### src/rtl/wsp_pkg.sv
// ---------------------------------------------------------------------------
// wsp_pkg: shared types and constants of the wheel speed loop
// Field widths, register indexes, per-wheel state word and stage records.
// ---------------------------------------------------------------------------
`default_nettype none

package wsp_pkg;

  // Number of wheels kept in the state memory (the wheel field has two bits)
  localparam int WHEELS   = 4;
  localparam int WHEEL_W  = 2;

  // Filter coefficient, about 0.30 in Q0.16
  localparam logic [15:0] ALPHA_Q16 = 16'd19661;

  // Shift of the rounding steps (a shift by 16)
  localparam int RND_SHIFT = 16;

  // Width of the summed duty term in Q.16
  localparam int U_W = 44;

  // Stream widths
  localparam int S_TDATA_W = 40;
  localparam int S_TUSER_W = 2;
  localparam int M_TDATA_W = 56;
  localparam int M_TUSER_W = 1;

  // Configuration port
  localparam int CFG_IDX_W = 3;
  localparam int CFG_DAT_W = 16;

  localparam logic [CFG_IDX_W-1:0] CFG_FF_GAIN   = 3'd0;
  localparam logic [CFG_IDX_W-1:0] CFG_KP_GAIN   = 3'd1;
  localparam logic [CFG_IDX_W-1:0] CFG_KI_GAIN   = 3'd2;
  localparam logic [CFG_IDX_W-1:0] CFG_KD_GAIN   = 3'd3;
  localparam logic [CFG_IDX_W-1:0] CFG_DUTY_FS   = 3'd4;
  localparam logic [CFG_IDX_W-1:0] CFG_LAG_BASE  = 3'd5;
  localparam logic [CFG_IDX_W-1:0] CFG_DRV_INV   = 3'd6;
  localparam logic [CFG_IDX_W-1:0] CFG_ENC_INV   = 3'd7;

  localparam logic [9:0]  DUTY_FS_RST  = 10'd400;
  localparam logic [11:0] LAG_BASE_RST = 12'd60;

  // One input item
  typedef struct packed {
    logic [WHEEL_W-1:0] wheel;
    logic signed [15:0] raw_delta;
    logic signed [19:0] target;
    logic               stop;
    logic               brake;
  } item_t;

  // Per-wheel loop state, one memory word
  typedef struct packed {
    logic signed [23:0] lag;
    logic signed [23:0] prev;
    logic signed [23:0] speed;
  } state_t;

  // Result of the error and lag stage
  typedef struct packed {
    logic [WHEEL_W-1:0] wheel;
    logic signed [15:0] delta;
    logic signed [19:0] target;
    logic signed [23:0] speed;
    logic signed [24:0] diff;
    logic signed [23:0] err;
    logic signed [24:0] derr;
    logic signed [23:0] lag;
    logic               active;
    logic               stop;
    logic               brake;
    logic               tzero;
  } calc_t;

  // Fields that ride along to the output
  typedef struct packed {
    logic [WHEEL_W-1:0] wheel;
    logic signed [15:0] delta;
    logic signed [23:0] speed;
    logic               drive;
    logic               brake_o;
  } meta_t;

  // Saturate to 24 bits signed
  function automatic logic signed [23:0] sat24(input logic signed [25:0] v);
    logic signed [25:0] hi;
    logic signed [25:0] lo;
    hi = 26'sd8388607;
    lo = -26'sd8388608;
    if (v > hi) begin
      sat24 = 24'sh7FFFFF;
    end else if (v < lo) begin
      sat24 = 24'sh800000;
    end else begin
      sat24 = v[23:0];
    end
  endfunction

endpackage

`default_nettype wire

### src/rtl/wsp_state_mem.sv
// ---------------------------------------------------------------------------
// wsp_state_mem: per-wheel loop state memory
// One write port, one read port with registered data. An entry that was
// never written since reset reads as zero through its valid bit.
// ---------------------------------------------------------------------------
`default_nettype none

module wsp_state_mem (
  input  wire logic                         clk_i,
  input  wire logic                         rst_ni,
  input  wire logic                         rd_en_i,
  input  wire logic [wsp_pkg::WHEEL_W-1:0]  rd_addr_i,
  output wsp_pkg::state_t                   rd_data_o,
  input  wire logic                         wr_en_i,
  input  wire logic [wsp_pkg::WHEEL_W-1:0]  wr_addr_i,
  input  wire wsp_pkg::state_t              wr_data_i
);

  wsp_pkg::state_t                mem_q [wsp_pkg::WHEELS];
  logic [wsp_pkg::WHEELS-1:0]     valid_q;
  wsp_pkg::state_t                rd_data_q;

  // Mark written entries
  always_ff @(posedge clk_i or negedge rst_ni) begin
    if (!rst_ni) begin
      valid_q <= '0;
    end else if (wr_en_i) begin
      valid_q[wr_addr_i] <= 1'b1;
    end
  end

  // Write and registered read
  always_ff @(posedge clk_i) begin
    if (wr_en_i) begin
      mem_q[wr_addr_i] <= wr_data_i;
    end
    if (rd_en_i) begin
      rd_data_q <= valid_q[rd_addr_i] ? mem_q[rd_addr_i] : '0;
    end
  end

  assign rd_data_o = rd_data_q;

endmodule

`default_nettype wire

### config.mk
export PLATFORM = sky130hd
export DESIGN_NAME = wsp_state_mem
export DESIGN_NICKNAME = d
export VERILOG_FILES = /design/src/rtl/wsp_pkg.sv /design/src/rtl/wsp_state_mem.sv
export SDC_FILE = /design/constraint.sdc
export NUM_CORES = 1
export LEC_CHECK = 0
export BUFFER_PORTS_ARGS = -buffer_cell sky130_fd_sc_hd__buf_2
export CORE_MARGIN = 5
export CORE_UTILIZATION = 30
export DETAILED_ROUTE_END_ITERATION = 8
export GPL_TIMING_DRIVEN = 1
export SYNTH_ARGS = -nofsm -noshare
export SYNTH_HDL_FRONTEND = slang
export SYNTH_SLANG_ARGS = --single-unit
### constraint.sdc
create_clock -name clk_i -period 1.86 [get_ports clk_i]
set_input_delay 0.372 -clock clk_i [delete_from_list [all_inputs] [get_ports clk_i]]
set_output_delay 0.372 -clock clk_i [all_outputs]
set_load 0.02 [all_outputs]
After elaboration in Yosys (flattened, before gate mapping) --
Memories as Yosys holds them, arrays and structs flattened. A register that Yosys moved wholly into a read port is not among the register bits. Index checks and enable logic that the tools add are counted.
Operators by class: $lt $le $gt $ge 3, reduce and logical (&&, ||, !) cells 2, mux-type cells 6, bitwise logic cells 1
Operator list (number):
- less-than comparator 2 x 3 -> 1 bit (second input constant) | 2
- two-way mux 1 bit | 4
- bitwise OR 4 bit | 1
- binary-select mux 1 bit (select 2 bit) | 1
- demux 1 bit (select 2 bit) | 1
- >= comparator 2 x 1 -> 1 bit (second input constant) | 1
- logical AND 1 bit | 1
- logical NOT 1 bit | 1
Storage, ports and cells: RAM bits 288, input port bits 80, register bits after elaboration 4, output and inout port bits 72, memories 1
Memory list:
- mem_q | depth 4, width 72, rd ports 1, clocked after memory_dff 1, wr ports 1, line wsp_state_mem.sv:19 | wsp_pkg::state_t mem_q [wsp_pkg::WHEELS];

Longest topological paths before layout --
depth after elaboration 5, gate-level depth with buffers 4, gate-level depth less buffers 2

Worst setup path after synthesis --
Ideal clock, no wire load.
path type input to register, start point input port wr_addr_i[0] (netlist bit), end point register valid_q[0] (netlist bit), data arrival time 6.250 ns, setup time 0.098 ns, slack -4.488 ns, stages on the path 2, cells stage by stage nor3b_1 -> or2_2
On the way: word-level cells in the longest chain between the ends 5, elaborated cells between the ends (all ways) 6
RTL lines:
- from (decl) | line wsp_state_mem.sv:15 | input wire logic [wsp_pkg::WHEEL_W-1:0] wr_addr_i,
- less-than comparator 2 x 3 -> 1 bit (not written as such) / >= comparator 2 x 1 -> 1 bit (equally long branches) | line wsp_state_mem.sv:28 | valid_q[wr_addr_i] <= 1'b1;
- logical AND 1 bit (not written as such) | line wsp_state_mem.sv:28
- two-way mux 1 bit (not written as such) | line wsp_state_mem.sv:28
- demux 1 bit (select 2 bit) * | line wsp_state_mem.sv:28
- bitwise OR 4 bit (no source line) *
- to (signal assigned) | line wsp_state_mem.sv:26 | valid_q <= '0;
- to (signal, indexed assignment) | line wsp_state_mem.sv:28
- to (decl) | line wsp_state_mem.sv:20 | logic [wsp_pkg::WHEELS-1:0] valid_q;
Mark *: on every way between the ends. The rest lies on a longest branch, timed or not. A chain may end at the register's enable or synchronous reset.

Final worst setup path --
start point register valid_q[1] (netlist bit), end point register rd_data_o[58] (netlist name)
On the way: word-level cells in the longest chain between the ends 3
RTL lines:
- binary-select mux 1 bit (select 2 bit) | line wsp_state_mem.sv:38 | rd_data_q <= valid_q[rd_addr_i] ? mem_q[rd_addr_i] : '0;
- two-way mux 1 bit (not written as such) | line wsp_state_mem.sv:38
- logical NOT 1 bit (no source line)
No other way between the ends. The select of a mux whose other input is x is not followed.

==> results.toml <==
[sta]
relSlewSlack = 0.7356
final-max-slew-violation-count = 0
finalClockSkew_ns = 0.01696
max_freq_mhz = 570.8
finalCriticalPeriod_ns = 1.752
tightest_slew_ns = 0.3961
rsz0062_at_grt = "false"
worst_slack_ns = 0.1080
finalSetupViolCount = 0
final-hold-violation-count = 0
finalCritPeriodShare = 0.9419

[flow_run]
max_cap_viol_count = 0

[drt]
drtIter0Drc = 282
drtPass1Iterations = 4
postRouteAntennaNets = 0
drc_errors = 0
vias = 6039
viasPerCell = 4.379
routed_wirelength_mm = 27.65
wire_per_inst_um = 20.05

[floorplan]
die_h_um = 221.8
dieArea_mm2 = 0.04918
start_util = 0.3036
rows = 77
core_mm2 = 0.04432
die_x_um = 221.8
ioPinCount = 152

[synthesis]
synthXorXnorAreaFrac = 0
synth_cell_type_count = 17
synth_top_area_share = 0.8036
yosys-mux-area-fraction = 0.1267
synthAdderAreaFrac = 0
synth-simple-area-share = 0.05013
synth.net_count = 621
synth.cell_area_mm2 = 0.01345
ys_warn_count = 0
synth_compound_area_frac = 0.0005580
synth.avg_cell_area_um2 = 24.87
synth_area_leaders = "edfxtp_1 80%, mux4_2 9.5%, and2_4 4.6%"
ys_seq_area_frac = 0.8110
syn_inst = 541
synth_top_family_by_area = "multiplexers"
synth_area_leader_cell = "edfxtp_1"
synth-seq-cells = 364

[cells_and_area]
area_growth_pct = 24.36
finish.instance_area_mm2 = 0.01673
drive_above_1_share = 0.4733
multi_input_area_mm2 = 0.002432
layoutNonFillerInstCount = 1379
fin_nets = 836
final_cell_mix = "360 x edfxtp_1, 148 x buf_2, 70 x and2_4"
regArea_mm2 = 0.01091
fillers = 4049
final_common_cell = "edfxtp_1"

[clock_network]
cts_buffer_depth = 3
clock_sinks = 364
root_buffer = "clkbuf_16"
clock_latency_ns = 0.55
numCtsBuffers = 40
path_clk_slew_ns = 0.06
cts_max_level = 2
cts_tree = "yes"

[hold_path]
hold_class = "primary input to flip-flop"

[place]
dp_hpwl_mm = 16.50
dp_slack_ns = -0.02442
portBuffers = 151
place_area_mm2 = 0.01531
gp_congestion = 0.6675
dp_cells = 1290

[global_routing]
grt_antenna_before_repair = 7
gr-total-overflow = 0
grt_pass1_wl_mm = 41.14
grt_use_total = 0.1114
grt_pass1_vias = 6303
grt_max_degree = 55

[worst_setup_path]
crit_slowest_cell = "mux4_4"
max_stage_delay_ns = 0.66
crit_family = "multiplexers"
crit_chain = "mux4_4 -> buf_12 -> and2_4"
r2r_setup_slack_ns = 0.11
path_max_fanout = 37
cp.arrival_ns = 2.05
criticalPathCategory = "flip-flop to flip-flop"
crit_required_ns = 2.15
path_buf_inv = 1
cp-end-kind = "flip-flop"
start_kind = "flip-flop"

[power]
leakage_nw = 5.779
power_density_mw_per_mm2 = 1111
p_total_w = 0.01859
ir_worst_vdd_mv = 0.7111

[status]
status = "finished, final reports clean"
## through the flow
step / utilization / setup TNS, ns / hold slack, ns
floorplan: - / -62.34 / 0.07641
global placement: 0.3454 / 0 / 0.2245
detailed placement: 0.3454 / -0.04561 / 0.2257
CTS: 0.3774 / 0 / 0.00005262
global route: 0.3775 / 0 / 0.01143
finish: 0.3775 / 0 / 0.04444
## routing by layer
metal | vias to the layer above | routed length [um] | global-route usage
li1 | 2687 | - | -
met4 | 12 | 627 | 0.03778
met2 | 145 | 12950 | 0.1725
met1 | 3145 | 12360 | 0.1511
met3 | 50 | 1637 | 0.03350
met5 | - | 76 | 0
## final cells by class
class,count,share of cell area
flip-flops and latches,364,0.6522
multi-input cells,154,0.1454
repair buffers,196,0.08264
clock buffers,49,0.06312
well taps,592,0.04427
clock inverters,23,0.01227
diodes,1,0.0001496
## where the power goes
part,switching [W],internal [W],total (W)
Sequential,0.000110,0.00954,0.00965
Combinational,0.000669,0.000665,0.00133
Clock,0.00314,0.00447,0.00761
## sequential cells by signal, indices dropped and copies added (netlist names)
register,count
valid_q,4
rd_data_o,72
mem_q,288
## final timing paths
check | start | to | cells past startpoint
hold / removal | wr_data_i[2] | mem_q[0][2] | 1
hold reg to reg | valid_q[0] | valid_q[0] | 1
setup reg to reg | valid_q[1] | rd_data_o[58] | 3
setup / recovery | valid_q[1] | rd_data_o[58] | 3
max in group asynchronous | rst_ni | valid_q[1] | 2
min in group asynchronous | rst_ni | valid_q[2] | 2
## cell families after synthesis
logic type,after synthesis
buffers and inverters,23
AO/OA/AOI/OAI,1
AND/OR/NAND/NOR,80
multiplexers,73
flip-flops,364
## cells in the mapped netlist, drive strengths merged
cell type	n
nor3b	1
nor2	1
or2	3
o21bai	1
nand2	1
dfrtp	4
buf	22
and3	1
clkbuf	1
and2	72
and3b	1
mux4	73
edfxtp	360
## timing repair
action / in CTS / in global routing
buffers inserted: 0 / 0
hold buffers: 16 / 0
hold endpoints to repair: 55 / 0
resized for setup: 0 / 0
(Power assumes the default switching activity.)
