$ cat src/rtl/wsp_pkg.sv
// ---------------------------------------------------------------------------
// wsp_pkg: shared types and constants of the wheel speed loop
// Field widths, register indexes, per-wheel state word and stage records.
// ---------------------------------------------------------------------------
`default_nettype none

package wsp_pkg;

  // Number of wheels kept in the state memory (the wheel field has two bits)
  localparam int WHEELS   = 4;
  localparam int WHEEL_W  = 2;

  // Filter coefficient, about 0.30 in Q0.16
  localparam logic [15:0] ALPHA_Q16 = 16'd19661;

  // Shift of the rounding steps (a shift by 16)
  localparam int RND_SHIFT = 16;

  // Width of the summed duty term in Q.16
  localparam int U_W = 44;

  // Stream widths
  localparam int S_TDATA_W = 40;
  localparam int S_TUSER_W = 2;
  localparam int M_TDATA_W = 56;
  localparam int M_TUSER_W = 1;

  // Configuration port
  localparam int CFG_IDX_W = 3;
  localparam int CFG_DAT_W = 16;

  localparam logic [CFG_IDX_W-1:0] CFG_FF_GAIN   = 3'd0;
  localparam logic [CFG_IDX_W-1:0] CFG_KP_GAIN   = 3'd1;
  localparam logic [CFG_IDX_W-1:0] CFG_KI_GAIN   = 3'd2;
  localparam logic [CFG_IDX_W-1:0] CFG_KD_GAIN   = 3'd3;
  localparam logic [CFG_IDX_W-1:0] CFG_DUTY_FS   = 3'd4;
  localparam logic [CFG_IDX_W-1:0] CFG_LAG_BASE  = 3'd5;
  localparam logic [CFG_IDX_W-1:0] CFG_DRV_INV   = 3'd6;
  localparam logic [CFG_IDX_W-1:0] CFG_ENC_INV   = 3'd7;

  localparam logic [9:0]  DUTY_FS_RST  = 10'd400;
  localparam logic [11:0] LAG_BASE_RST = 12'd60;

  // One input item
  typedef struct packed {
    logic [WHEEL_W-1:0] wheel;
    logic signed [15:0] raw_delta;
    logic signed [19:0] target;
    logic               stop;
    logic               brake;
  } item_t;

  // Per-wheel loop state, one memory word
  typedef struct packed {
    logic signed [23:0] lag;
    logic signed [23:0] prev;
    logic signed [23:0] speed;
  } state_t;

  // Result of the error and lag stage
  typedef struct packed {
    logic [WHEEL_W-1:0] wheel;
    logic signed [15:0] delta;
    logic signed [19:0] target;
    logic signed [23:0] speed;
    logic signed [24:0] diff;
    logic signed [23:0] err;
    logic signed [24:0] derr;
    logic signed [23:0] lag;
    logic               active;
    logic               stop;
    logic               brake;
    logic               tzero;
  } calc_t;

  // Fields that ride along to the output
  typedef struct packed {
    logic [WHEEL_W-1:0] wheel;
    logic signed [15:0] delta;
    logic signed [23:0] speed;
    logic               drive;
    logic               brake_o;
  } meta_t;

  // Saturate to 24 bits signed
  function automatic logic signed [23:0] sat24(input logic signed [25:0] v);
    logic signed [25:0] hi;
    logic signed [25:0] lo;
    hi = 26'sd8388607;
    lo = -26'sd8388608;
    if (v > hi) begin
      sat24 = 24'sh7FFFFF;
    end else if (v < lo) begin
      sat24 = 24'sh800000;
    end else begin
      sat24 = v[23:0];
    end
  endfunction

endpackage

`default_nettype wire

$ cat src/rtl/wsp_loop_calc.sv
// ---------------------------------------------------------------------------
// wsp_loop_calc: encoder polarity, velocity error and lag clamp
// Combines one item with its wheel's stored state ahead of the multipliers.
// ---------------------------------------------------------------------------
`default_nettype none

module wsp_loop_calc (
  input  wire wsp_pkg::item_t   item_i,
  input  wire wsp_pkg::state_t  state_i,
  input  wire logic [11:0]      lag_base_i,
  input  wire logic             enc_inv_i,
  output wsp_pkg::calc_t        calc_o
);

  logic signed [15:0] d;
  logic signed [23:0] big_d;
  logic signed [24:0] e_raw;
  logic signed [20:0] t21;
  logic [20:0]        abs_t;
  logic [22:0]        lim;
  logic signed [25:0] lim_s;
  logic signed [25:0] lag_sum;
  logic signed [23:0] err;

  always_comb begin
    // Correct encoder polarity, saturating the one value that overflows
    if (enc_inv_i) begin
      d = (item_i.raw_delta == 16'sh8000) ? 16'sh7FFF : -item_i.raw_delta;
    end else begin
      d = item_i.raw_delta;
    end
    big_d = {d, 8'h00};

    // Velocity error against the target step
    e_raw = 25'(item_i.target) - 25'(big_d);
    err   = wsp_pkg::sat24(26'(e_raw));

    // Lag limit grows with target speed
    t21   = 21'(item_i.target);
    abs_t = t21[20] ? 21'(-t21) : 21'(t21);
    lim   = 23'({lag_base_i, 8'h00}) + {abs_t, 2'b00};
    lim_s = $signed(26'(lim));

    // Accumulate lag and clamp it to the limit
    lag_sum = 26'(state_i.lag) + 26'(e_raw);

    calc_o.wheel  = item_i.wheel;
    calc_o.delta  = d;
    calc_o.target = item_i.target;
    calc_o.speed  = state_i.speed;
    calc_o.diff   = 25'(big_d) - 25'(state_i.speed);
    calc_o.err    = err;
    calc_o.derr   = 25'(err) - 25'(state_i.prev);
    if (lag_sum > lim_s) begin
      calc_o.lag = lim_s[23:0];
    end else if (lag_sum < -lim_s) begin
      calc_o.lag = 24'(-lim_s);
    end else begin
      calc_o.lag = lag_sum[23:0];
    end
    calc_o.active = (int'(item_i.wheel) < wsp_pkg::WHEELS);
    calc_o.stop   = item_i.stop;
    calc_o.brake  = item_i.brake;
    calc_o.tzero  = (item_i.target == 20'sd0);
  end

endmodule

`default_nettype wire

$ cat config.mk
export PLATFORM = sky130hd
export DESIGN_NAME = wsp_loop_calc
export DESIGN_NICKNAME = d
export VERILOG_FILES = /design/src/rtl/wsp_pkg.sv /design/src/rtl/wsp_loop_calc.sv
export SDC_FILE = /design/constraint.sdc
export NUM_CORES = 1
export LEC_CHECK = 0
export CORE_ASPECT_RATIO = 1.4
export CORE_MARGIN = 5
export CORE_UTILIZATION = 55
export DETAILED_ROUTE_END_ITERATION = 8
export DONT_BUFFER_PORTS = 1
export PLACE_DENSITY_LB_ADDON = 0.05
export SETUP_SLACK_MARGIN = 0.15
export SLEW_MARGIN = 0
export SYNTH_ARGS = -nofsm -noshare
export SYNTH_HDL_FRONTEND = slang
export SYNTH_SLANG_ARGS = --single-unit
$ cat constraint.sdc
create_clock -name vclk -period 19.7
set_input_delay 1.97 -clock vclk [all_inputs]
set_output_delay 1.97 -clock vclk [all_outputs]
set_load 0.05 [all_outputs]
After elaboration in Yosys (flattened, before gate mapping)
Index checks and enable logic that the tools add are counted.

Flip-flop bits (word level): 0. Input bits: 125. Output and inout port bits: 164. Logic and storage cells: 21.

$add $sub $neg: 8. $lt $le $gt $ge: 4. Eq/ne operators: 1. Multiplexer cells: 7. Reductions and logical operators: 1.

Operators by type and width (number): 24-bit two-way mux (4); 24-bit by 24-bit subtractor with 25-bit output (2); 16-bit two-way mux (2); 24-bit by 25-bit adder with 26-bit output (1); 26-bit by 24-bit greater-than comparator with 1-bit output (1); 26-bit < comparator (1); 23-bit negation with 26-bit output (1); 25-bit by 24-bit greater-than comparator with 1-bit output, second input constant (1); 25-bit by 24-bit < comparator with 1-bit output, second input constant (1); 20-bit by 24-bit subtractor with 25-bit output (1); 20-bit by 23-bit adder with 23-bit output (1); 21-bit two-way mux (1); 20-bit negation with 21-bit output (1); 20-bit logical NOT (1); 16-bit equality test, second input constant (1); 16-bit negation (1).

Longest topological paths before layout
Gate-level depths: netlist of the first run.

Depth in word-level cells: 8. Depth in mapped cells: 42. Gate-level depth less buffers: 39.

Worst setup path after synthesis of the first run
Ideal clock, no wire load.

Kind: input port to output port. Start: input item_i[22] (netlist bit). End: output calc_o[22] (netlist bit). Arrival time: 11.355 ns. Required time: 17.730 ns. Slack: 6.375 ns. Cell stages on the path: 38. Buffers on the path: 3. Cell sequence: inv_1 ha_1 nand2_1 or3_1 or3_1 or3_1 or3_1 clkbuf_1 nor3b_2 nor2_1 a21oi_1 fa_1 nor2b_1 o21a_1 o21ai_0 nand2b_1 a21o_1 xnor2_1 [2 not listed] and4_1 nand3_1 or2_2 o211ai_1 a41o_1 a31oi_1 nor2_1 inv_1 ha_1 nand4_1 or3_1 or4_1 a21oi_1 o22a_1 clkbuf_1 clkbuf_1 a22oi_1 o221ai_1.

RTL lines: start, declared (RTL line wsp_loop_calc.sv:8) `input wire wsp_pkg::item_t item_i,`; end, declared (RTL line wsp_loop_calc.sv:12) `output wsp_pkg::calc_t calc_o`.

==> impl_results.md, run 1 <==
* P_leak at between 3 and 4 nW
* RSZ-0062 raised after global routing: no
* Final Max Slew Viols at 0
* Crit path DAT at 12.81 ns
* First-pass GRT wire length at 44990 um
* Port buffer count at 0
* Pre-antenna DRT Iters at 5
* Synth area leaders: ha_1 21%, xnor2_1 7.5%, o21ai_0 5.0%, inv_1 5.0%, a21oi_1 4.8%
* HPWL after DPL at 25460 um
* Peak supply drop at approximately 0.000086 V
* Crit Path Class: in2out
* Number of DRC markers in iteration 0 at 541
* Req. time, crit path at 17.73 ns
* Core area at ~15000 um2
* Nets at approximately 1400
* F_max at 0.06765 GHz
* Critical path peak fanout at 28
* Placement Setup Slack at 5.095 ns
* Status: finished clean
* # Post-CTS Setup Buffers at 0
* Share of cells above drive strength 1 at 0.06581
* Seq_cells at 0
* Most frequent CP cell: or3_1
* Max Cap Violations at 0
* Worst Setup Slack, final at between 4 and 5 ns
* FP Rows at 53
* Die height at 157.3 um
* Total power at 1.193 mW
* Hold Crit Class: in2out
* Accumulated negative setup slack at 0 ns
* Largest net degree at the start of global routing at 32
* Register area at 0 um2
* Hold buffer count at CTS at 0
* Dpl cell area at 8507 um2
* Area delta synth->final at -0.1762%
* Top-Level Pins at 289
* Overall routing resource usage at 0.3076
* CTS resizes at 0
* Setup Viol. Count Final at 0
* Post-Route WL at 29140 um
* Vias in the first global route at roughly 8500
* Netlist cell types at 90
* Post-Syn Area per Cell at around 7.0 um2
* Bufs and invs on worst path at 3
* Antenna-violating nets left at 0
* Final Cell Area at 8509 um2
* Initial core utilization at 0.5638
* Slowest stage delay, CP at just under 0.8 ns
* Worst rel slew slack at 0.1915
* Initial antenna violation count at 0
* Area of the multi-input gates at 7640 um2
* Period utilization at 0.7504
* Clock buf count at 0
* Seq/Total Area, Yosys at 0
* Grt total ovfl at 0
* Final min period at 14.78 ns
* Crit path max-delay family: simple AND/OR/NAND/NOR gates
* Routed WL per cell at approximately 21 um
* Vias at roughly 8800
* # DRC at 0
* Dominant cell type by area after synthesis: ha_1
* Post-synth top area share at 0.2070
* Syn nets at 1488
* Horiz. Die Dim at 115.2 um
* CP max stage cell: o22a_1
* Syn. warnings at 0
* Synth Instances at 1218
* Critical Path End Type: primary output
* Full die area at 18120 um2
* Final hold vios at 0
* DR vias/cell at ~6.5
* Worst setup SP type: input pin
* Fill count at 1607
* GP Congestion at 0.9646
* Synthesized cell area at 8524 um2
* Pwr Density at 140.2 nW/um2
* Worst-Margin Slew at 1.209 ns
path summary, 6_finish.rpt:
check         from     endpoint  slack [ns]  cells past startpoint
min    state_i[20]  calc_o[122]        3.94                      0
max     item_i[22]   calc_o[14]        4.92                     38
final cells by class:
| type | instances | share of cell area |
|---|---|---|
| Inverter | 113 | 0.04985 |
| Timing Repair Buffer | 27 | 0.02382 |
| Tap cell | 192 | 0.02823 |
| Multi-Input combinational cell | 1030 | 0.8978 |
| Antenna cell | 1 | 0.0002941 |
kinds of logic after synthesis:
logic type | after synthesis | share of synthesized area
adders and majority gates | 145 | 0.2164
buffers and inverters | 188 | 0.1063
muxes | 14 | 0.01644
AOI/OAI and AO/OA | 392 | 0.3168
and+or+nand+nor | 363 | 0.2230
other | 1 | 0.0004399
xor gates and xnor gates | 115 | 0.1208
synth_stat cells, types with 6 or more instances:
cell type and n:
buf_4 51, xnor2_1 73, clkbuf_1 22, a21oi_1 82, and2_1 13, inv_1 113
nand2b_1 16, or2_2 9, nand4_1 16, a31oi_1 18, nor3_1 27, o21ai_0 85
o21a_1 33, nor2b_1 10, nor2_1 76, o41ai_1 6, a211o_1 6, nor4_1 12
nand3_1 27, a31o_2 6, xor2_1 39, and4_1 6, ha_1 141, a211oi_1 12
or3_1 23, o31ai_1 13, and3_1 21, nand2_1 82, mux2i_1 14, o21ai_1 6
o21bai_1 7, a21o_1 34, o22ai_1 6
through the flow:
| stage | hold slack, ns | instances | utilization |
|---|---|---|---|
| after floorplan | 4.107 | 1218 | - |
| after global placement | 3.940 | 1362 | 0.5626 |
| after detailed placement | 3.940 | 1362 | 0.5626 |
| after CTS | 3.940 | 1362 | 0.5626 |
| after global routing | 3.940 | 1362 | 0.5626 |
| final | 3.940 | 1363 | 0.5628 |
power breakdown:
part | internal, mW | switching [mW] | leakage (nW)
combinational | 0.336 | 0.856 | 3.90
sequential | 0 | 0 | 0
clock | 0.00000000687 | 0 | 0.00000634
metal layers:
layer	GRT usage	share of wire	vias to the layer above
met5	0	0	-
met4	0.1023	0.038	0
met3	0.05731	0.066	60
met2	0.5850	0.52	308
met1	0.3360	0.38	4059
li1	-	-	4372
cell usage in the layout, fill, tap and decap left out, drive strengths merged, types with 14 or more instances in the layout:
cell and count:
o21a 33, nand2 82, a21o 34, ha 141, nand4 16, xor2 40, inv 113, a31oi 19
mux2i 14, nor3 28, o21ai 93, and3 21, a211oi 16, nand3 28, buf 27, nand2b 16
a21oi 83, xnor2 75, nor2 76, or3 23
(Power assumes the default switching activity.)
==> run 2: changes to the inputs <==
==> constraint.sdc (replaced) <==
create_clock -name vclk -period 12.9
set_input_delay 1.29 -clock vclk [all_inputs]
set_output_delay 1.29 -clock vclk [all_outputs]
set_load 0.05 [all_outputs]
==> impl_results.md, run 2 (same netlist as run 1, synthesis figures left out) <==
* Status: finished clean
* Hold Crit Class: in2out
* GRT met3 Usage at 0.04577 (-0.01154)
* Net Sw Power at 1.336 mW (+56%)
* Share of cells above drive strength 1 at 0.08612 (+0.02031)
* FP Rows at 53 (unchanged)
* Accumulated negative setup slack at 0 ns (unchanged)
* Grt total ovfl at 0 (unchanged)
* Final hold vios at 0 (unchanged)
* Overall routing resource usage at 0.3078 (about the same)
* Crit path depth at 40 (+5.3%)
* Total power at 1.962 mW (+64%)
* DR vias/cell at 6.451 (about the same)
* # DRC at 0 (unchanged)
* Most frequent cells in the layout: 141 x ha_1, 113 x inv_1, 82 x a21oi_1, 82 x nand2_1, 76 x nor2_1
* # Post-CTS Setup Buffers at 0 (unchanged)
* HPWL after DPL at 25270 um (-0.74%)
* P_leak at 4.053 nW (+3.8%)
* Period utilization at 0.9254
* Vias in the first global route at 8782 (+3.0%)
* Fraction of power spent switching nets at 0.6807 (-0.03722)
* Crit path max-delay family: simple AND/OR/NAND/NOR gates
* Vias at 8954 (+1.8%)
* Most common library cell in the layout ignoring fill and taps: ha_1
* Cell Count, Final, Fillers Out at 1388 (+1.8%)
* GP Congestion at 0.9868 (+2.3%)
* Flop pwr share at 0 (unchanged)
* Top-Level Pins at 289 (unchanged)
* Hold Path Cell Cnt at 0 (unchanged)
* Req. time, crit path at 11.61 ns (-6.12 ns)
* Area delta synth->final at 2.965%
* Max Cap Violations at 0 (unchanged)
* Crit Path Class: in2out
* Seq_cells at 0 (unchanged)
* RSZ-0062 raised after global routing: no
* Worst-Margin Slew at 1.158 ns (-0.05050 ns)
* Initial antenna violation count at 0 (unchanged)
* First-pass GRT wire length at 45560 um (+1.3%)
* Most frequent CP cell: or3_1
* Fill count at 1531 (-4.7%)
* GRT met2 Usage at 0.5969 (+0.01187)
* Post-Route WL at 28950 um (-0.63%)
* Initial core utilization at 0.5638 (unchanged)
* Worst setup SP type: input pin
* Hold buffer count at CTS at 0 (unchanged)
* Met1 GRT Util at 0.3414 (+0.005389)
* Full die area at 18120 um2 (unchanged)
* Worst rel slew slack at 0.2223 (+0.03085)
* Placement Setup Slack at 1.045 ns (-4.050 ns)
* Clock power frac at 0 (unchanged)
* F_max at 0.08377 GHz
* Peak supply drop at 0.0001764 V (+100%)
* Diode count at 0 (-1)
* Routed WL per cell at 20.86 um (-2.4%)
* Bufs and invs on worst path at 5 (+2)
* Worst Setup Slack, final at 0.9627 ns (-3.955 ns)
* Final Max Slew Viols at 0 (unchanged)
* CTS resizes at 0 (unchanged)
* Internal power at 0.6264 mW (+86%)
* Nets at 1468 (+1.8%)
* Pwr Density at 223.5 nW/um2 (+59%)
* Largest net degree at the start of global routing at 32 (unchanged)
* CP max stage cell: or4_1
* Horiz. Die Dim at 115.2 um (unchanged)
* Setup Viol. Count Final at 0 (unchanged)
* Clock buf count at 0 (unchanged)
* Critical Path End Type: primary output
* Core area at 15120 um2 (unchanged)
* Top Usage Layer GRT: met2
* Crit path DAT at 10.65 ns (-2.16 ns)
* Final min period at ~12 ns
* Cells after DPL at 1388 (+1.9%)
* Critical path peak fanout at 16 (-43%)
* Slowest stage delay, CP at 0.54 ns (-0.24 ns)
* Pre-antenna DRT Iters at 5 (unchanged)
* Comb pwr share at 1.000 (about the same)
* Antenna-violating nets left at 0 (unchanged)
* Post-layout util at 0.5805 (+0.01771)
* Port buffer count at 0 (unchanged)
* Register area at 0 um2 (unchanged)
* Number of DRC markers in iteration 0 at 545 (+0.74%)
* Die height at 157.3 um (unchanged)
==> run 2: cell count changes in the layout (fill, tap and decap cells not counted), sizes merged <==
cell   delta
buf      +26
diode     -1
==> run 2: power groups by stage <==
stage,clock [mW],sequential [mW],combinational [mW]
final,0,0,1.96
after floorplan,0,0,1.52
after CTS,0,0,1.96
after global placement,0,0,1.94
after global routing,0,0,2.10
after detailed placement,0,0,1.95
==> run 2: metrics by stage <==
stage	cell area [um2]	hold slack [ns]
floorplan	8524	2.747
global placement	8777	2.580
detailed placement	8777	2.580
CTS	8777	2.580
global route	8777	2.580
finish	8777	2.580
==> run 2: layer usage <==
layer	up-vias	part of all wire
met1	4201	0.38
met4	0	0.031
met5	-	0
met3	49	0.059
met2	302	0.53
li1	4402	-
==> run 2: final cells by class <==
cell class | instances | area (um2) | area share
Tap cell | 192 | 240.2 | 0.02737
Multi-Input combinational cell | 1030 | 7640 | 0.8704
Inverter | 113 | 424.2 | 0.04833
Timing Repair Buffer | 53 | 473.0 | 0.05388
==> run 2: worst paths after layout <==
path | start | to | slack (ns)
max | item_i[22] | calc_o[25] | 0.96
min | item_i[16] | calc_o[140] | 2.58
==> run 3: changes to the inputs <==
--- a/config.mk
+++ b/config.mk
@@ -5,9 +5,10 @@
 export SDC_FILE = /design/constraint.sdc
 export NUM_CORES = 1
 export LEC_CHECK = 0
+export ABC_AREA = 1
 export CORE_ASPECT_RATIO = 1.4
 export CORE_MARGIN = 5
-export CORE_UTILIZATION = 55
+export CORE_UTILIZATION = 30
 export DETAILED_ROUTE_END_ITERATION = 8
 export DONT_BUFFER_PORTS = 1
 export PLACE_DENSITY_LB_ADDON = 0.05
==> impl_results.md, run 3 <==
* Final Cell Area at 8902 um2 (+1.4%)
* # Post-CTS Setup Buffers at 0 (unchanged)
* Port buffer count at 0 (unchanged)
* Seq/Total Area, Yosys at 0 (unchanged)
* Post-Syn Area per Cell at 5.836 um2 (-17%)
* Worst-Margin Slew at 1.192 ns (+0.03347 ns)
* Comb pwr share at 1.000 (about the same)
* Critical Path End Type: primary output
* Pwr Density at 197.6 nW/um2 (-12%)
* Slowest stage delay, CP at 0.84 ns (+0.30 ns)
* GRT met2 Usage at 0.3908 (-0.2061)
* Synth area leaders: ha_1 20%, nand2_1 15%, inv_1 11%, xor2_1 7.9%, a21oi_1 6.2%
* Netlist cell types at 60 (-33%)
* Number of DRC markers in iteration 0 at 349 (-36%)
* Die height at 213.0 um (+35%)
* Initial antenna violation count at 0 (unchanged)
* Setup Viol. Count Final at 0 (unchanged)
* Area delta synth->final at 0.8219%
* Synth Instances at 1513 (+24%)
* CP max stage cell: o21ai_1
* Nets at 1726 (+18%)
* Met1 GRT Util at 0.2092 (-0.1322)
* Post-Route WL at 33380 um (+15%)
* Crit path max-delay family: simple AND/OR/NAND/NOR gates
* Accumulated negative setup slack at 0 ns (unchanged)
* Worst Setup Slack, final at 2.190 ns (+1.227 ns)
* Routed WL per cell at 18.21 um (-13%)
* Register area at 0 um2 (unchanged)
* Initial core utilization at 0.3027 (-0.2611)
* Post-synth top area share at 0.2012 (-0.005739)
* Cells after DPL at 1833 (+32%)
* Most common library cell in the layout ignoring fill and taps: nand2_1
* Final min period at 10.71 ns (-1.227 ns)
* Vias in the first global route at 9414 (+7.2%)
* Full die area at 33010 um2 (+82%)
* Cell Count, Final, Fillers Out at 1833 (+32%)
* Worst setup SP type: input pin
* Synth top cells by count: 358 x nand2_1, 247 x inv_1, 142 x ha_1, 109 x a21oi_1, 102 x nor2_1
* DR vias/cell at 4.989 (-23%)
* Max Cap Violations at 0 (unchanged)
* Crit path DAT at 9.42 ns (-1.23 ns)
* Grt total ovfl at 0 (unchanged)
* Most common cell in the synthesized netlist: nand2_1
* Most frequent CP cell: nand3_1
* Flop pwr share at 0 (unchanged)
* Syn. warnings at 0 (unchanged)
* Dpl cell area at 8902 um2 (+1.4%)
* Share of cells above drive strength 1 at 0.04198 (-0.04414)
* Period utilization at 0.8303 (-0.09511)
* F_max at 0.09337 GHz (+11%)
* Hold Crit Class: in2out
* # DRC at 0 (unchanged)
* Clock power frac at 0 (unchanged)
* Core area at 29170 um2 (+93%)
* First-pass GRT wire length at 51280 um (+13%)
* Post-layout util at 0.3052 (-0.2753)
* Dominant cell type by area after synthesis: ha_1
* Net Sw Power at 1.365 mW (+2.2%)
* Req. time, crit path at 11.61 ns (about the same)
* Peak supply drop at 0.0001639 V (-7.1%)
* GP Congestion at 0.8736 (-11%)
* Placement Setup Slack at 2.192 ns (+1.146 ns)
* Worst rel slew slack at 0.1998 (-0.02247)
* Hold Slack at 2.580 ns (-0.00003000 ns)
* P_leak at 4.827 nW (+19%)
* Most frequent cells in the layout: 358 x nand2_1, 247 x inv_1, 142 x ha_1, 109 x a21oi_1, 102 x nor2_1
* Syn nets at 1784 (+20%)
* Horiz. Die Dim at 155.0 um (+35%)
* Crit Path Class: in2out
* CTS resizes at 0 (unchanged)
* Final Max Slew Viols at 0 (unchanged)
* Status: finished clean
* Overall routing resource usage at 0.1940 (-0.1138)
* RSZ-0062 raised after global routing: no
* Vias at 9144 (+2.1%)
* Internal power at 0.3939 mW (-37%)
* GRT met3 Usage at 0.03852 (-0.007245)
* Antenna-violating nets left at 0 (unchanged)
* HPWL after DPL at 30180 um (+19%)
* Seq_cells at 0 (unchanged)
* Final hold vios at 0 (unchanged)
* Clock buf count at 0 (unchanged)
* FP Rows at 74 (+40%)
* Critical path peak fanout at 23 (+7)
* Diode count at 0 (unchanged)
* Hold buffer count at CTS at 0 (unchanged)
* Top-Level Pins at 289 (unchanged)
* Largest net degree at the start of global routing at 39 (+22%)
* Synthesized cell area at 8830 um2 (+3.6%)
* Fill count at 3421 (+120%)
* Pre-antenna DRT Iters at 5 (unchanged)
* Total power at 1.759 mW (-10%)
* Fraction of power spent switching nets at 0.7761 (+0.09536)
* Bufs and invs on worst path at 4 (-1)
* Top Usage Layer GRT: met2
-- run 3: cell count changes after synthesis, sizes merged, moves of 40 or more --
cell and delta:
nor2 +40, inv +138, nand2 +289, xor2 +42, xnor2 -45, nand3 +55
-- run 3: layer usage --
metal	part of all wire	vias up	routed length, um
met3	0.050	22	1678
li1	-	4816	-
met1	0.39	4103	13030
met2	0.54	203	18100
met4	0.017	0	579
met5	0	-	0
-- run 3: layout make-up --
| cell class | count | area [um2] | area share |
|---|---|---|---|
| Tap cell | 380 | 475.5 | 0.05341 |
| Inverter | 252 | 948.4 | 0.1065 |
| Multi-Input combinational cell | 1192 | 7411 | 0.8325 |
| Timing Repair Buffer | 9 | 67.56 | 0.007590 |
-- run 3: cells by family (layout without fill, tap and decap cells) --
kind of cell	count (synthesis)	count (layout)	share of synthesized area
AOI/OAI and AO/OA	264	264	0.1696
xor gates and xnor gates	112	112	0.1141
adders and majority gates	146	146	0.2103
buffers and inverters	321	261	0.1618
other	1	1	0.0004247
and+or+nand+nor	669	669	0.3438
-- run 3: path summary, 6_finish.rpt --
check / slack (ns) / startpoint / depth (start not counted) / to
worst max-delay path: 2.19 / item_i[22] / 32 / calc_o[50]
worst min-delay path: 2.58 / item_i[39] / 0 / calc_o[163]
-- run 3: power groups by stage --
stage                     clock network [mW]  logic (mW)  registers, mW
after floorplan                            0        1.51              0
final                                      0        1.76              0
after detailed placement                   0        1.78              0
after global placement                     0        1.79              0
after global routing                       0        1.94              0
after CTS                                  0        1.79              0
