$ cat config.mk
export PLATFORM = sky130hd
export DESIGN_NAME = wsp_duty_calc
export DESIGN_NICKNAME = d
export VERILOG_FILES = /design/src/rtl/wsp_pkg.sv /design/src/rtl/wsp_duty_calc.sv
export SDC_FILE = /design/constraint.sdc
export NUM_CORES = 1
export LEC_CHECK = 0
export BUFFER_PORTS_ARGS = -buffer_cell sky130_fd_sc_hd__buf_2
export CORE_ASPECT_RATIO = 1.1
export CORE_MARGIN = 4
export CORE_UTILIZATION = 47
export DETAILED_ROUTE_END_ITERATION = 10
export GPL_TIMING_DRIVEN = 0
export PLACE_DENSITY = 0.75
export RECOVER_POWER = 50
export SLEW_MARGIN = 5
export SYNTH_ARGS = -nofsm -noshare
export SYNTH_HDL_FRONTEND = slang
export SYNTH_SLANG_ARGS = --single-unit
export TNS_END_PERCENT = 50
$ cat constraint.sdc
create_clock -name vclk -period 5.79
set_clock_uncertainty 0.15 [all_clocks]
set_input_delay 0.579 -clock vclk [all_inputs]
set_output_delay 0.579 -clock vclk [all_outputs]
set_load 0.02 [all_outputs]
$ cat src/rtl/wsp_pkg.sv
// ---------------------------------------------------------------------------
// wsp_pkg: shared types and constants of the wheel speed loop
// Field widths, register indexes, per-wheel state word and stage records.
// ---------------------------------------------------------------------------
`default_nettype none

package wsp_pkg;

  // Number of wheels kept in the state memory (the wheel field has two bits)
  localparam int WHEELS   = 4;
  localparam int WHEEL_W  = 2;

  // Filter coefficient, about 0.30 in Q0.16
  localparam logic [15:0] ALPHA_Q16 = 16'd19661;

  // Shift of the rounding steps (a shift by 16)
  localparam int RND_SHIFT = 16;

  // Width of the summed duty term in Q.16
  localparam int U_W = 44;

  // Stream widths
  localparam int S_TDATA_W = 40;
  localparam int S_TUSER_W = 2;
  localparam int M_TDATA_W = 56;
  localparam int M_TUSER_W = 1;

  // Configuration port
  localparam int CFG_IDX_W = 3;
  localparam int CFG_DAT_W = 16;

  localparam logic [CFG_IDX_W-1:0] CFG_FF_GAIN   = 3'd0;
  localparam logic [CFG_IDX_W-1:0] CFG_KP_GAIN   = 3'd1;
  localparam logic [CFG_IDX_W-1:0] CFG_KI_GAIN   = 3'd2;
  localparam logic [CFG_IDX_W-1:0] CFG_KD_GAIN   = 3'd3;
  localparam logic [CFG_IDX_W-1:0] CFG_DUTY_FS   = 3'd4;
  localparam logic [CFG_IDX_W-1:0] CFG_LAG_BASE  = 3'd5;
  localparam logic [CFG_IDX_W-1:0] CFG_DRV_INV   = 3'd6;
  localparam logic [CFG_IDX_W-1:0] CFG_ENC_INV   = 3'd7;

  localparam logic [9:0]  DUTY_FS_RST  = 10'd400;
  localparam logic [11:0] LAG_BASE_RST = 12'd60;

  // One input item
  typedef struct packed {
    logic [WHEEL_W-1:0] wheel;
    logic signed [15:0] raw_delta;
    logic signed [19:0] target;
    logic               stop;
    logic               brake;
  } item_t;

  // Per-wheel loop state, one memory word
  typedef struct packed {
    logic signed [23:0] lag;
    logic signed [23:0] prev;
    logic signed [23:0] speed;
  } state_t;

  // Result of the error and lag stage
  typedef struct packed {
    logic [WHEEL_W-1:0] wheel;
    logic signed [15:0] delta;
    logic signed [19:0] target;
    logic signed [23:0] speed;
    logic signed [24:0] diff;
    logic signed [23:0] err;
    logic signed [24:0] derr;
    logic signed [23:0] lag;
    logic               active;
    logic               stop;
    logic               brake;
    logic               tzero;
  } calc_t;

  // Fields that ride along to the output
  typedef struct packed {
    logic [WHEEL_W-1:0] wheel;
    logic signed [15:0] delta;
    logic signed [23:0] speed;
    logic               drive;
    logic               brake_o;
  } meta_t;

  // Saturate to 24 bits signed
  function automatic logic signed [23:0] sat24(input logic signed [25:0] v);
    logic signed [25:0] hi;
    logic signed [25:0] lo;
    hi = 26'sd8388607;
    lo = -26'sd8388608;
    if (v > hi) begin
      sat24 = 24'sh7FFFFF;
    end else if (v < lo) begin
      sat24 = 24'sh800000;
    end else begin
      sat24 = v[23:0];
    end
  endfunction

endpackage

`default_nettype wire

$ cat src/rtl/wsp_duty_calc.sv
// ---------------------------------------------------------------------------
// wsp_duty_calc: duty rounding and drive polarity
// Rounds the clamped Q.16 duty to nearest, ties away from zero.
// ---------------------------------------------------------------------------
`default_nettype none

module wsp_duty_calc (
  input  wire logic signed [26:0] uc_i,
  input  wire logic               drive_i,
  input  wire logic               invert_i,
  output logic signed [10:0]      duty_o
);

  logic [26:0]        mag_u;
  logic [26:0]        mag_r;
  logic signed [10:0] mag;
  logic signed [10:0] duty_s;

  always_comb begin
    // Round the magnitude, then restore sign
    mag_u  = uc_i[26] ? 27'(-uc_i) : 27'(uc_i);
    mag_r  = mag_u + 27'(1 << (wsp_pkg::RND_SHIFT - 1));
    mag    = $signed(mag_r[wsp_pkg::RND_SHIFT +: 11]);
    duty_s = uc_i[26] ? -mag : mag;
    // Apply wheel polarity; coast and stop items drive nothing
    if (!drive_i) begin
      duty_o = 11'sd0;
    end else if (invert_i) begin
      duty_o = -duty_s;
    end else begin
      duty_o = duty_s;
    end
  end

endmodule

`default_nettype wire

; Word level (Yosys, flattened, before mapping)
; Index checks and enable logic that the tools add are counted.
[word_totals]
ff_bits = 0
out_inout_bits = 11
[op_classes]
addsub = 4
n_mux = 4
[op_table]
columns = op, count
row1 = $mux 11, 3
row2 = $add 27x16->27 const B, 1
row3 = $mux 27, 1
row4 = $neg 27->27, 1
row5 = $neg 11->11, 2

; Depth between registers and ports, before layout
; Gate-level depths: netlist of run 1.
[depth]
depth_word = 8
depth_mapped = 18
ltp_nobuf = 16

; Least setup slack after synthesis of run 1
; Ideal clock, no wire load.
[synth_path]
path_type = input to output
start = input uc_i[26]
end = output duty_o[10]
arrival_ns = 4.694
t_required_ns = 5.061
slack_ns = 0.367
stages = 16
path_buffers = 4
cell_sequence = clkbuf_1 > clkbuf_1 > buf_1 > o21ai_0 > xnor2_1 > ha_1 > clkbuf_1 > nand3_1 > mux2i_1 > nor2_1 > xnor2_2 > a31o_2 > a31oi_1 > o32a_4 > or4b_4 > o311ai_1
[synth_between]
elab_chain_cells = 8
[synth_rtl]
columns = item, line_no
row1 = from (decl), wsp_duty_calc.sv:8  ; input wire logic signed [26:0] uc_i,
row2 = $neg 27->27, wsp_duty_calc.sv:21  ; mag_u = uc_i[26] ? 27'(-uc_i) : 27'(uc_i);
row3 = $mux 27, wsp_duty_calc.sv:21
row4 = $add 27x16->27, wsp_duty_calc.sv:22  ; mag_r = mag_u + 27'(1 << (wsp_pkg::RND_SHIFT - 1));
row5 = $neg 11->11, wsp_duty_calc.sv:24  ; duty_s = uc_i[26] ? -mag : mag;
row6 = $mux 11 *, wsp_duty_calc.sv:24
row7 = $neg 11->11, wsp_duty_calc.sv:29  ; duty_o = -duty_s;
row8 = $mux 11 *, wsp_duty_calc.sv:28  ; end else if (invert_i) begin
row9 = $mux 11 *, wsp_duty_calc.sv:26  ; if (!drive_i) begin
row10 = to (decl), wsp_duty_calc.sv:11  ; output logic signed [10:0] duty_o
; Every way passes the cells marked *; elsewhere a longest branch is shown, timed or not.

; Worst setup path after layout of run 1
; Ends and elaborated chain as after synthesis.

==> summary.md, run 1 <==
| Metric | Value |
|---|---|
| Status | finished clean |
| PwrDens | 101 nW/um^2 |
| Avg Vias per Cell | 6.01 |
| Via count | 2,030 |
| FF+latch area | 0 um^2 |
| Peak supply drop | 0.0399 mV |
| Max cap viols | 0 |
| Layout area overhead | 16.1% |
| Initial antenna violation count | 0 |
| Detail Route Antenna Nets | 0 |
| Distinct cell type count after synthesis | 70 |
| Crit end category | output pin |
| Fin crit period | 5.39 ns |
| # fillers | 371 |
| Synth Warn # | 0 |
| Cell Rows | 23 |
| Hold_ws | 1.51 ns |
| Final Hold Fails | 0 |
| Dpl hpwl | 3730 um |
| DR DRC count | 0 |
| Int Power | 0.0823 mW |
| IO Pins | 40 |
| Setup-failing EPs final | 0 |
| WP data required | 5.06 ns |
| WS Path Type | in2out |
| Most frequent cells in the layout | 40 x buf_2, 23 x nor2_1, 20 x nand2_1 |
| Syn Inst Count | 251 |
| Slew HR | 62.0% |
| Die area | 4840 um^2 |
| Worst hold path class | in2out |
| Initial DRC count | 107 |
| Clock buffer count | 0 |
| Static Leak | 0.773 nW |
| First drt pass iteration count | 4 |
| Overall Power | 0.210 mW |
| Sequential share of the synthesized area | 0% |
| Syn Area/Cell | 7.10 um^2 |
| Total GRT Usage | 19.3% |
| Commonest non-fill, non-tap cell in the layout | buf_2 |
| Crit path DAT | 4.66 ns |
| Vias in the first global route | 1,708 |
| Congestion Overflow GR | 0 |
| Crit-path max FO | 10 |
| Nets@finish | 322 |
| Post-Route WL | 4600 um |
| Drt wl/cell | 13.6 um |
| Max Slew Vio Count | 0 |
| Core area | 3650 um^2 |
| RSZ-0062 raised after global routing | no |
| # diodes | 0 |
| Initial core utilization | 48.8% |
| Cell Area, Synth | 1780 um^2 |
| Flop pwr share | 0% |
| First-pass GRT wire length | 7860 um |
| Switching Power | 0.128 mW |
| Die Ht | 72.6 um |
| Synthesized Nets | 283 |
| Slew @ Worst Pin | 0.564 ns |
| Ratio of cells with drive above 1 in the final layout | 29.2% |
| Die W | 66.7 um |
| Period Utilization, post-route | 93.1% |
| Sequential cell count | 0 |
| Clock network fraction of design power | 0% |
| GPL Wtd Cong | 0.890 |
| Port bufs | 36 |
| CP Launch Type | primary input |
| Net Sw Frac | 60.8% |
| Largest net degree at the start of global routing | 11 |
| Fmax achieved | 185 MHz |
| Comb power frac | 100.0% |
-- kinds of logic (layout without fill, tap and decap cells) --
kind of cell / after synthesis / in the layout / share of synthesized area (%)
XOR/XNOR: 29 / 29 / 16.3
AND/OR/NAND/NOR: 117 / 117 / 39.8
multiplexers: 7 / 7 / 4.07
AO/OA/AOI/OAI: 74 / 74 / 32.7
adder cells (fa/ha/maj): 3 / 3 / 2.11
buffers and inverters: 21 / 58 / 5.05
-- layer usage --
| metal | GRT usage, % | vias up | wire length, um | part of all wire, % |
|---|---|---|---|---|
| met1 | 28.7 | 914 | 2160 | 47 |
| met5 | 0 | - | 0 | 0 |
| met3 | 0.154 | 0 | 295 | 6.4 |
| met2 | 33.1 | 72 | 2140 | 47 |
| met4 | 0 | 0 | 0 | 0 |
| li1 | - | 1044 | - | - |
-- final cells by class --
class	instances	area, um^2	area share [%]
Timing Repair Buffer	37	188	9.06
Inverter	6	22.5	1.09
Tap cell	50	62.6	3.02
Buffer	15	77.6	3.75
Multi-Input combinational cell	230	1720	83.1
-- synth_stat cells, types with 6 or more instances --
master / number / area share [%]
inv_1: 6 / 1.3
xor2_1: 9 / 4.4
nand3_1: 11 / 3.1
o21ai_0: 18 / 5.1
nor2b_1: 6 / 2.1
nand2_1: 20 / 4.2
nor2_1: 24 / 5.1
o21a_1: 6 / 2.5
xnor2_1: 16 / 7.9
nor3_1: 11 / 3.1
a21oi_1: 8 / 2.2
clkbuf_1: 9 / 1.9
-- worst paths after layout --
path	cells past startpoint	to	startpoint
worst max-delay path	18	duty_o[10]	uc_i[26]
worst min-delay path	5	duty_o[3]	invert_i
-- power groups by stage --
stage | registers, mW | logic [mW] | clock network [mW]
after global routing | 0 | 0.233 | 0
final | 0 | 0.210 | 0
after global placement | 0 | 0.203 | 0
after CTS | 0 | 0.208 | 0
after floorplan | 0 | 0.157 | 0
after detailed placement | 0 | 0.206 | 0
-- metrics by stage --
stage,setup TNS (ns),setup slack (ns),cells,utilization [%],cell area (um^2)
2_1_floorplan,0,0.367,251,-,1780
3_3_place_gp,-1.90,-0.492,337,55.4,2030
3_5_place_dp,-2.17,-0.560,337,55.4,2030
4_1_cts,0,0.118,337,55.9,2040
5_1_grt,0,0.0499,338,56.7,2070
6_report,0,0.398,338,56.7,2070
-- worst max-delay path, stage by stage --
cell	delay [ns]
buf_2	0.17
clkbuf_4	0.24
clkbuf_4	0.24
buf_2	0.27
o21ai_0	0.15
xnor2_1	0.15
ha_1	0.20
clkbuf_2	0.18
nand3_1	0.11
mux2i_1	0.10
nor2_2	0.36
xnor2_2	0.21
a31o_2	0.20
a31oi_1	0.09
o32a_4	0.42
or4b_4	0.52
o311ai_1	0.27
buf_2	0.21
-- repair_timing --
item,4_1_cts,5_1_grt
hold buffers,0,0
hold endpoints to repair,0,0
pin swaps,0,1
gates resized for setup,6,9
gates cloned,0,0
setup endpoints to repair,5,4
buffers inserted,0,1
Note: power is estimated with default switching activity, not from simulation.
==> run 2: changes to the inputs <==
--- a/config.mk
+++ b/config.mk
@@ -11,7 +11,7 @@
 export CORE_UTILIZATION = 47
 export DETAILED_ROUTE_END_ITERATION = 10
 export GPL_TIMING_DRIVEN = 0
-export PLACE_DENSITY = 0.75
+export PLACE_DENSITY = 0.78
 export RECOVER_POWER = 50
 export SLEW_MARGIN = 5
 export SYNTH_ARGS = -nofsm -noshare
==> constraint.sdc (replaced) <==
create_clock -name vclk -period 4.95
set_clock_uncertainty 0.15 [all_clocks]
set_input_delay 0.495 -clock vclk [all_inputs]
set_output_delay 0.495 -clock vclk [all_outputs]
set_load 0.02 [all_outputs]
==> run 2 against run 1 <==
  * First-iteration DRC count shrank 17%
  * Core utilization grew 6.8 points
  * Die area is the same
  * Cell area grew 12%
  * Combinational power grew 34%
  * Clock-buffer cell count is the same
  * Wire length grew 11%
  * Non-clock buffer count grew 3
  * Largest cell class unchanged
  * Largest power group unchanged
==> summary.md, run 2 (same netlist as run 1, synthesis figures left out) <==
| Metric | Value |
|---|---|
| First-pass GRT wire length | 8250 um (was 7860 um) |
| Most frequent cells in the layout | 36 x buf_2, 23 x nor2_1, 20 x nand2_1 (was 40 x buf_2, 23 x nor2_1, 20 x nand2_1) |
| Final Hold Fails | 0 (unchanged) |
| Placed Area | 2060 um^2 (was 2030 um^2) |
| DR DRC count | 0 (unchanged) |
| Vias in the first global route | 1,828 (was 1,708) |
| Switching Power | 0.167 mW (was 0.128 mW) |
| Initial DRC count | 89 (was 107) |
| WS Path Type | in2out (unchanged) |
| First drt pass iteration count | 4 (unchanged) |
| Final instance area | 2320 um^2 (was 2070 um^2) |
| Port bufs | 36 (unchanged) |
| PwrDens | 121 nW/um^2 (was 101 nW/um^2) |
| Nets@finish | 325 (was 322) |
| Initial core utilization | 48.8% (unchanged) |
| Flop pwr share | 0% (about the same) |
| Peak supply drop | 0.0615 mV (was 0.0399 mV) |
| RSZ-0062 raised after global routing | yes (was no) |
| # fillers | 330 (was 371) |
| Largest net degree at the start of global routing | 11 (unchanged) |
| Via count | 2,113 (was 2,030) |
| Sequential cell count | 0 (unchanged) |
| Worst hold path class | in2out (unchanged) |
| Max incr delay on CP | 0.55 ns (was 0.52 ns) |
| Initial antenna violation count | 0 (unchanged) |
| Cell Rows | 23 (unchanged) |
| IO Pins | 40 (unchanged) |
| Hold_ws | 1.35 ns (was 1.51 ns) |
| # diodes | 0 (unchanged) |
| Int Power | 0.115 mW (was 0.0823 mW) |
| Worst Path Buf+Inv | 6 (unchanged) |
| Drt wl/cell | 14.9 um (was 13.6 um) |
| Static Leak | 0.862 nW (was 0.773 nW) |
| Slew @ Worst Pin | 0.615 ns (was 0.564 ns) |
| Crit path DAT | 4.19 ns (was 4.66 ns) |
| Fmax achieved | 207 MHz |
| Die area | 4840 um^2 (unchanged) |
| Max Slew Vio Count | 0 (unchanged) |
| Avg Vias per Cell | 6.20 (was 6.01) |
| Slew HR | 58.6% (was 62.0%) |
| FF+latch area | 0 um^2 (unchanged) |
| Fin crit period | 4.84 ns |
| Dpl hpwl | 3820 um (was 3730 um) |
| Crit path max-delay family | compound AO/OA/AOI/OAI gates (was buffers and inverters) |
| CP Launch Type | primary input (unchanged) |
| Min setup slack post-route | 0.115 ns (was 0.398 ns) |
| Crit-path most repeated cell | buf_6 (was buf_2) |
| GPL Wtd Cong | 0.849 (was 0.890) |
| Comb power frac | 100.0% (about the same) |
| Die W | 66.7 um (unchanged) |
| Net Sw Frac | 59.2% (was 60.8%) |
| Setup-failing EPs final | 0 (unchanged) |
| Detail Route Antenna Nets | 0 (unchanged) |
| Post-Route WL | 5080 um (was 4600 um) |
| Crit end category | output pin (unchanged) |
| Die Ht | 72.6 um (unchanged) |
| Crit-path max FO | 10 (unchanged) |
| Commonest non-fill, non-tap cell in the layout | buf_2 (unchanged) |
| Overall Power | 0.282 mW (was 0.210 mW) |
| CP cell instances | buf_2 -> buf_8 -> buf_6 -> buf_6 -> o21ai_2 -> xnor2_1 -> ha_1 -> clkbuf_4 -> nand3_1 -> mux2i_4 -> nor2_4 -> xnor2_4 -> a31o_2 -> a31oi_1 -> o32a_4 -> or4b_4 -> o311ai_4 -> buf_6 (was buf_2 -> clkbuf_4 -> clkbuf_4 -> buf_2 -> o21ai_0 -> xnor2_1 -> ha_1 -> clkbuf_2 -> nand3_1 -> mux2i_1 -> nor2_2 -> xnor2_2 -> a31o_2 -> a31oi_1 -> o32a_4 -> or4b_4 -> o311ai_1 -> buf_2) |
| Clock network fraction of design power | 0% (about the same) |
| Ratio of cells with drive above 1 in the final layout | 35.4% (was 29.2%) |
| DP Worst Slack | -1.21 ns (was -0.560 ns) |
| Layout area overhead | 30.1% (was 16.1%) |
| Period Utilization, post-route | 97.7% |
| Total GRT Usage | 20.3% (was 19.3%) |
| Max cap viols | 0 (unchanged) |
| Clock buffer count | 0 (unchanged) |
| Status | finished clean (unchanged) |
| Congestion Overflow GR | 0 (unchanged) |
| WP data required | 4.30 ns (was 5.06 ns) |
| Slowest cell on crit path | or4b_4 (unchanged) |
| Core area | 3650 um^2 (unchanged) |
==> run 2: changes by cell type in the layout (fill, tap and decap cells not counted), moves of 2 or more <==
cell	delta
o21ai_2	+2
buf_4	+5
buf_2	-4
buf_6	+3
a311oi_2	+2
xnor2_2	+2
xnor2_1	-3
nor4_4	+4
nor4_2	-4
a311oi_1	-2
==> run 2: metrics by stage <==
stage / utilization (%) / setup TNS (ns) / instances
after floorplan: - / -0.0976 / 251
after global routing: 63.5 / -0.104 / 341
after CTS: 60.0 / 0 / 339
after detailed placement: 56.3 / -6.68 / 337
after global placement: 56.3 / -5.85 / 337
final: 63.5 / 0 / 341
==> run 2: area by class of cell <==
| type | instances | area (um^2) | area share, % |
|---|---|---|---|
| inverter | 6 | 22.5 | 0.971 |
| timing repair buffer | 41 | 226 | 9.76 |
| buffer | 14 | 92.6 | 3.99 |
| multi-input combinational | 230 | 1920 | 82.6 |
| tap | 50 | 62.6 | 2.70 |
==> run 2: worst min-delay path: cells and delay by family <==
kind                   cells  cell delay (ns)
XOR/XNOR                   1             0.06
buffers and inverters      2             0.31
AND/OR/NAND/NOR            2             0.15
==> run 2: repair_timing <==
action,in CTS,in global routing
pin swaps,4,10
hold buffers,0,0
endpoints found under the setup margin,9,4
setup buffers,3,2
resized for setup,24,22
==> run 2: worst paths after layout <==
| kind | cells after the start | startpoint | slack [ns] | end |
|---|---|---|---|---|
| worst max-delay path | 18 | uc_i[26] | 0.11 | duty_o[10] |
| worst min-delay path | 5 | invert_i | 1.35 | duty_o[3] |
==> run 2: power groups by stage <==
stage	Clock, mW	Combinational (mW)	Sequential [mW]
after detailed placement	0	0.245	0
after CTS	0	0.260	0
after global routing	0	0.307	0
final	0	0.282	0
after global placement	0	0.241	0
after floorplan	0	0.188	0
==> run 2: per-layer routing <==
| metal | global-route usage [%] | up-vias | wire (um) |
|---|---|---|---|
| li1 | - | 1036 | - |
| met1 | 28.0 | 969 | 2170 |
| met2 | 36.2 | 100 | 2460 |
| met3 | 0.616 | 8 | 366 |
| met4 | 1.81 | 0 | 78 |
| met5 | 0 | - | 0 |
==> run 3: changes to the inputs <==
--- a/config.mk
+++ b/config.mk
@@ -8,11 +8,12 @@
 export BUFFER_PORTS_ARGS = -buffer_cell sky130_fd_sc_hd__buf_2
 export CORE_ASPECT_RATIO = 1.1
 export CORE_MARGIN = 4
-export CORE_UTILIZATION = 47
+export CORE_UTILIZATION = 50
 export DETAILED_ROUTE_END_ITERATION = 10
 export GPL_TIMING_DRIVEN = 0
-export PLACE_DENSITY = 0.78
+export PLACE_DENSITY = 0.82
 export RECOVER_POWER = 50
+export SETUP_SLACK_MARGIN = 0.3
 export SLEW_MARGIN = 5
 export SYNTH_ARGS = -nofsm -noshare
 export SYNTH_HDL_FRONTEND = slang
==> run 3 against run 2 <==
  * Global-route usage is 5.8 points higher
  * Clock-buffer cell count stayed put
  * Wire length is 39% higher
  * Critical path type unchanged
  * Hold slack better by 0.032 ns
  * Combinational power is 34% higher
  * Core utilization is 20 points higher
==> summary.md, run 3 (same netlist as run 1, synthesis figures left out) <==
| Metric | Value |
|---|---|
| Setup crit end | duty_o[10] (unchanged) |
| Die area | 4590 um^2 (was 4840 um^2) |
| DR DRC count | 0 (unchanged) |
| WP data required | 4.30 ns (about the same) |
| Congestion Overflow GR | 0 (unchanged) |
| Crit-path max FO | 6 (was 10) |
| Hold_ws | 1.38 ns (was 1.35 ns) |
| First drt pass iteration count | 5 (was 4) |
| Critical Path Stages | 20 (was 18) |
| GPL Wtd Cong | 0.941 (was 0.849) |
| Die Ht | 70.6 um (was 72.6 um) |
| FF+latch area | 0 um^2 (unchanged) |
| Max Slew Vio Count | 0 (unchanged) |
| Fin crit period | 4.89 ns (was 4.84 ns) |
| Crit path from | uc_i[4] (was uc_i[26]) |
| Max incr delay on CP | 0.35 ns (was 0.55 ns) |
| Dpl hpwl | 3900 um (was 3820 um) |
| Final Hold Fails | 0 (unchanged) |
| Crit path max-delay family | simple AND/OR/NAND/NOR gates (was compound AO/OA/AOI/OAI gates) |
| Most frequent cells in the layout | 30 x buf_2, 25 x buf_4, 23 x nor2_1 (was 36 x buf_2, 23 x nor2_1, 20 x nand2_1) |
| Cell Rows | 22 (was 23) |
| Vias in the first global route | 2,195 (was 1,828) |
| Status | finished clean (unchanged) |
| Core area | 3390 um^2 (was 3650 um^2) |
| Via count | 2,441 (was 2,113) |
| CP Launch Type | primary input (unchanged) |
| Crit end category | output pin (unchanged) |
| Initial antenna violation count | 0 (unchanged) |
| Die W | 64.9 um (was 66.7 um) |
| PwrDens | 134 nW/um^2 (was 121 nW/um^2) |
| Max cap viols | 0 (unchanged) |
| Cell Count, Final, Fillers Out | 362 (was 341) |
| # diodes | 0 (unchanged) |
| Placed Area | 2100 um^2 (was 2060 um^2) |
| Detail Route Antenna Nets | 0 (unchanged) |
| Fmax achieved | 205 MHz (was 207 MHz) |
| WS Path Type | in2out (unchanged) |
| Core Util, Final | 83.4% (was 63.5%) |
| Worst hold path class | in2out (unchanged) |
| Largest net degree at the start of global routing | 11 (unchanged) |
| Static Leak | 1.05 nW (was 0.862 nW) |
| Initial core utilization | 52.7% (was 48.8%) |
| Commonest non-fill, non-tap cell in the layout | buf_2 (unchanged) |
| Period Utilization, post-route | 98.7% (was 97.7%) |
| Placed insts | 335 (was 337) |
| Peak supply drop | 0.0864 mV (was 0.0615 mV) |
| Clock buffer count | 0 (unchanged) |
| Slowest cell on crit path | or3_4 (was or4b_4) |
| Overall Power | 0.379 mW (was 0.282 mW) |
| Final instance area | 2830 um^2 (was 2320 um^2) |
| RSZ-0062 raised after global routing | yes (unchanged) |
| Slew HR | 41.2% (was 58.6%) |
| Avg Vias per Cell | 6.74 (was 6.20) |
| Nets@finish | 348 (was 325) |
| Setup-failing EPs final | 0 (unchanged) |
| Layout area overhead | 58.5% (was 30.1%) |
| Slew @ Worst Pin | 0.876 ns (was 0.615 ns) |
| Total GRT Usage | 26.1% (was 20.3%) |
| Worst Path Buf+Inv | 5 (was 6) |
| Post-Route WL | 7070 um (was 5080 um) |
| IO Pins | 40 (unchanged) |
| CP cell instances | buf_2 -> nor4_4 -> nand4_4 -> buf_8 -> o21ai_2 -> xnor2_1 -> ha_2 -> buf_8 -> nand3_4 -> mux2i_4 -> nor2_4 -> nor3_4 -> buf_4 -> xnor2_2 -> nor3_4 -> o31ai_4 -> or2_1 -> or3_4 -> o311ai_4 -> buf_6 (was buf_2 -> buf_8 -> buf_6 -> buf_6 -> o21ai_2 -> xnor2_1 -> ha_1 -> clkbuf_4 -> nand3_1 -> mux2i_4 -> nor2_4 -> xnor2_4 -> a31o_2 -> a31oi_1 -> o32a_4 -> or4b_4 -> o311ai_4 -> buf_6) |
| Crit path DAT | 4.24 ns (was 4.19 ns) |
| Sequential cell count | 0 (unchanged) |
| Initial DRC count | 151 (was 89) |
| First-pass GRT wire length | 10,000 um (was 8250 um) |
| Port bufs | 36 (unchanged) |
| Ratio of cells with drive above 1 in the final layout | 47.8% (was 35.4%) |
| Drt wl/cell | 19.5 um (was 14.9 um) |
[run 3: cell types whose count changed in the layout (fill, tap and decap cells not counted), moves of 3 or more]
| cell | previous run | this run |
|---|---|---|
| a21oi_1 | 7 | 4 |
| o21ai_1 | 0 | 5 |
| nand3_1 | 11 | 7 |
| buf_6 | 4 | 10 |
| o21ai_0 | 17 | 12 |
| buf_2 | 36 | 30 |
| buf_4 | 6 | 25 |
| nand3_4 | 0 | 3 |
[run 3: metal layers]
layer,track usage [%],share of wire (%),vias to the layer above
met2,50.2,51,176
met4,6.34,2.9,0
met1,30.1,37,1141
met5,0,0,-
li1,-,-,1092
met3,2.54,8.9,32
[run 3: worst min-delay path by stage]
stage / end / from / cells past startpoint
floorplan: duty_o[9] / invert_i / 3
global placement: duty_o[3] / invert_i / 5
detailed placement: duty_o[3] / invert_i / 5
CTS: duty_o[3] / invert_i / 5
global route: duty_o[3] / invert_i / 5
finish: duty_o[3] / invert_i / 5
[run 3: final cells by class]
| class | instances | area [um^2] |
|---|---|---|
| timing repair buffer | 63 | 429 |
| fill | 191 | 561 |
| multi-input combinational | 230 | 2200 |
| buffer | 15 | 118 |
| tap | 48 | 60.1 |
| inverter | 6 | 22.5 |
[run 3: what timing repair did]
action,in CTS,in global routing
gates resized for setup,61,37
setup buffers,14,12
pin swaps,28,26
gates cloned,1,0
hold buffers,0,0
endpoints found under the hold margin,0,0
setup endpoints to repair,9,7
[run 3: per-stage QoR]
stage	setup TNS, ns	setup WS [ns]
6_report	0	0.0633
5_1_grt	-0.0882	-0.0801
4_1_cts	0	0.183
3_5_place_dp	-3.75	-0.837
3_3_place_gp	-3.24	-0.748
2_1_floorplan	0	0.227
[run 3: power by group]
part	switching, mW	leakage [nW]	internal (mW)	total, mW
clock	0	0	0	0
combinational	0.215	1.05	0.164	0.379
sequential	0	0	0	0
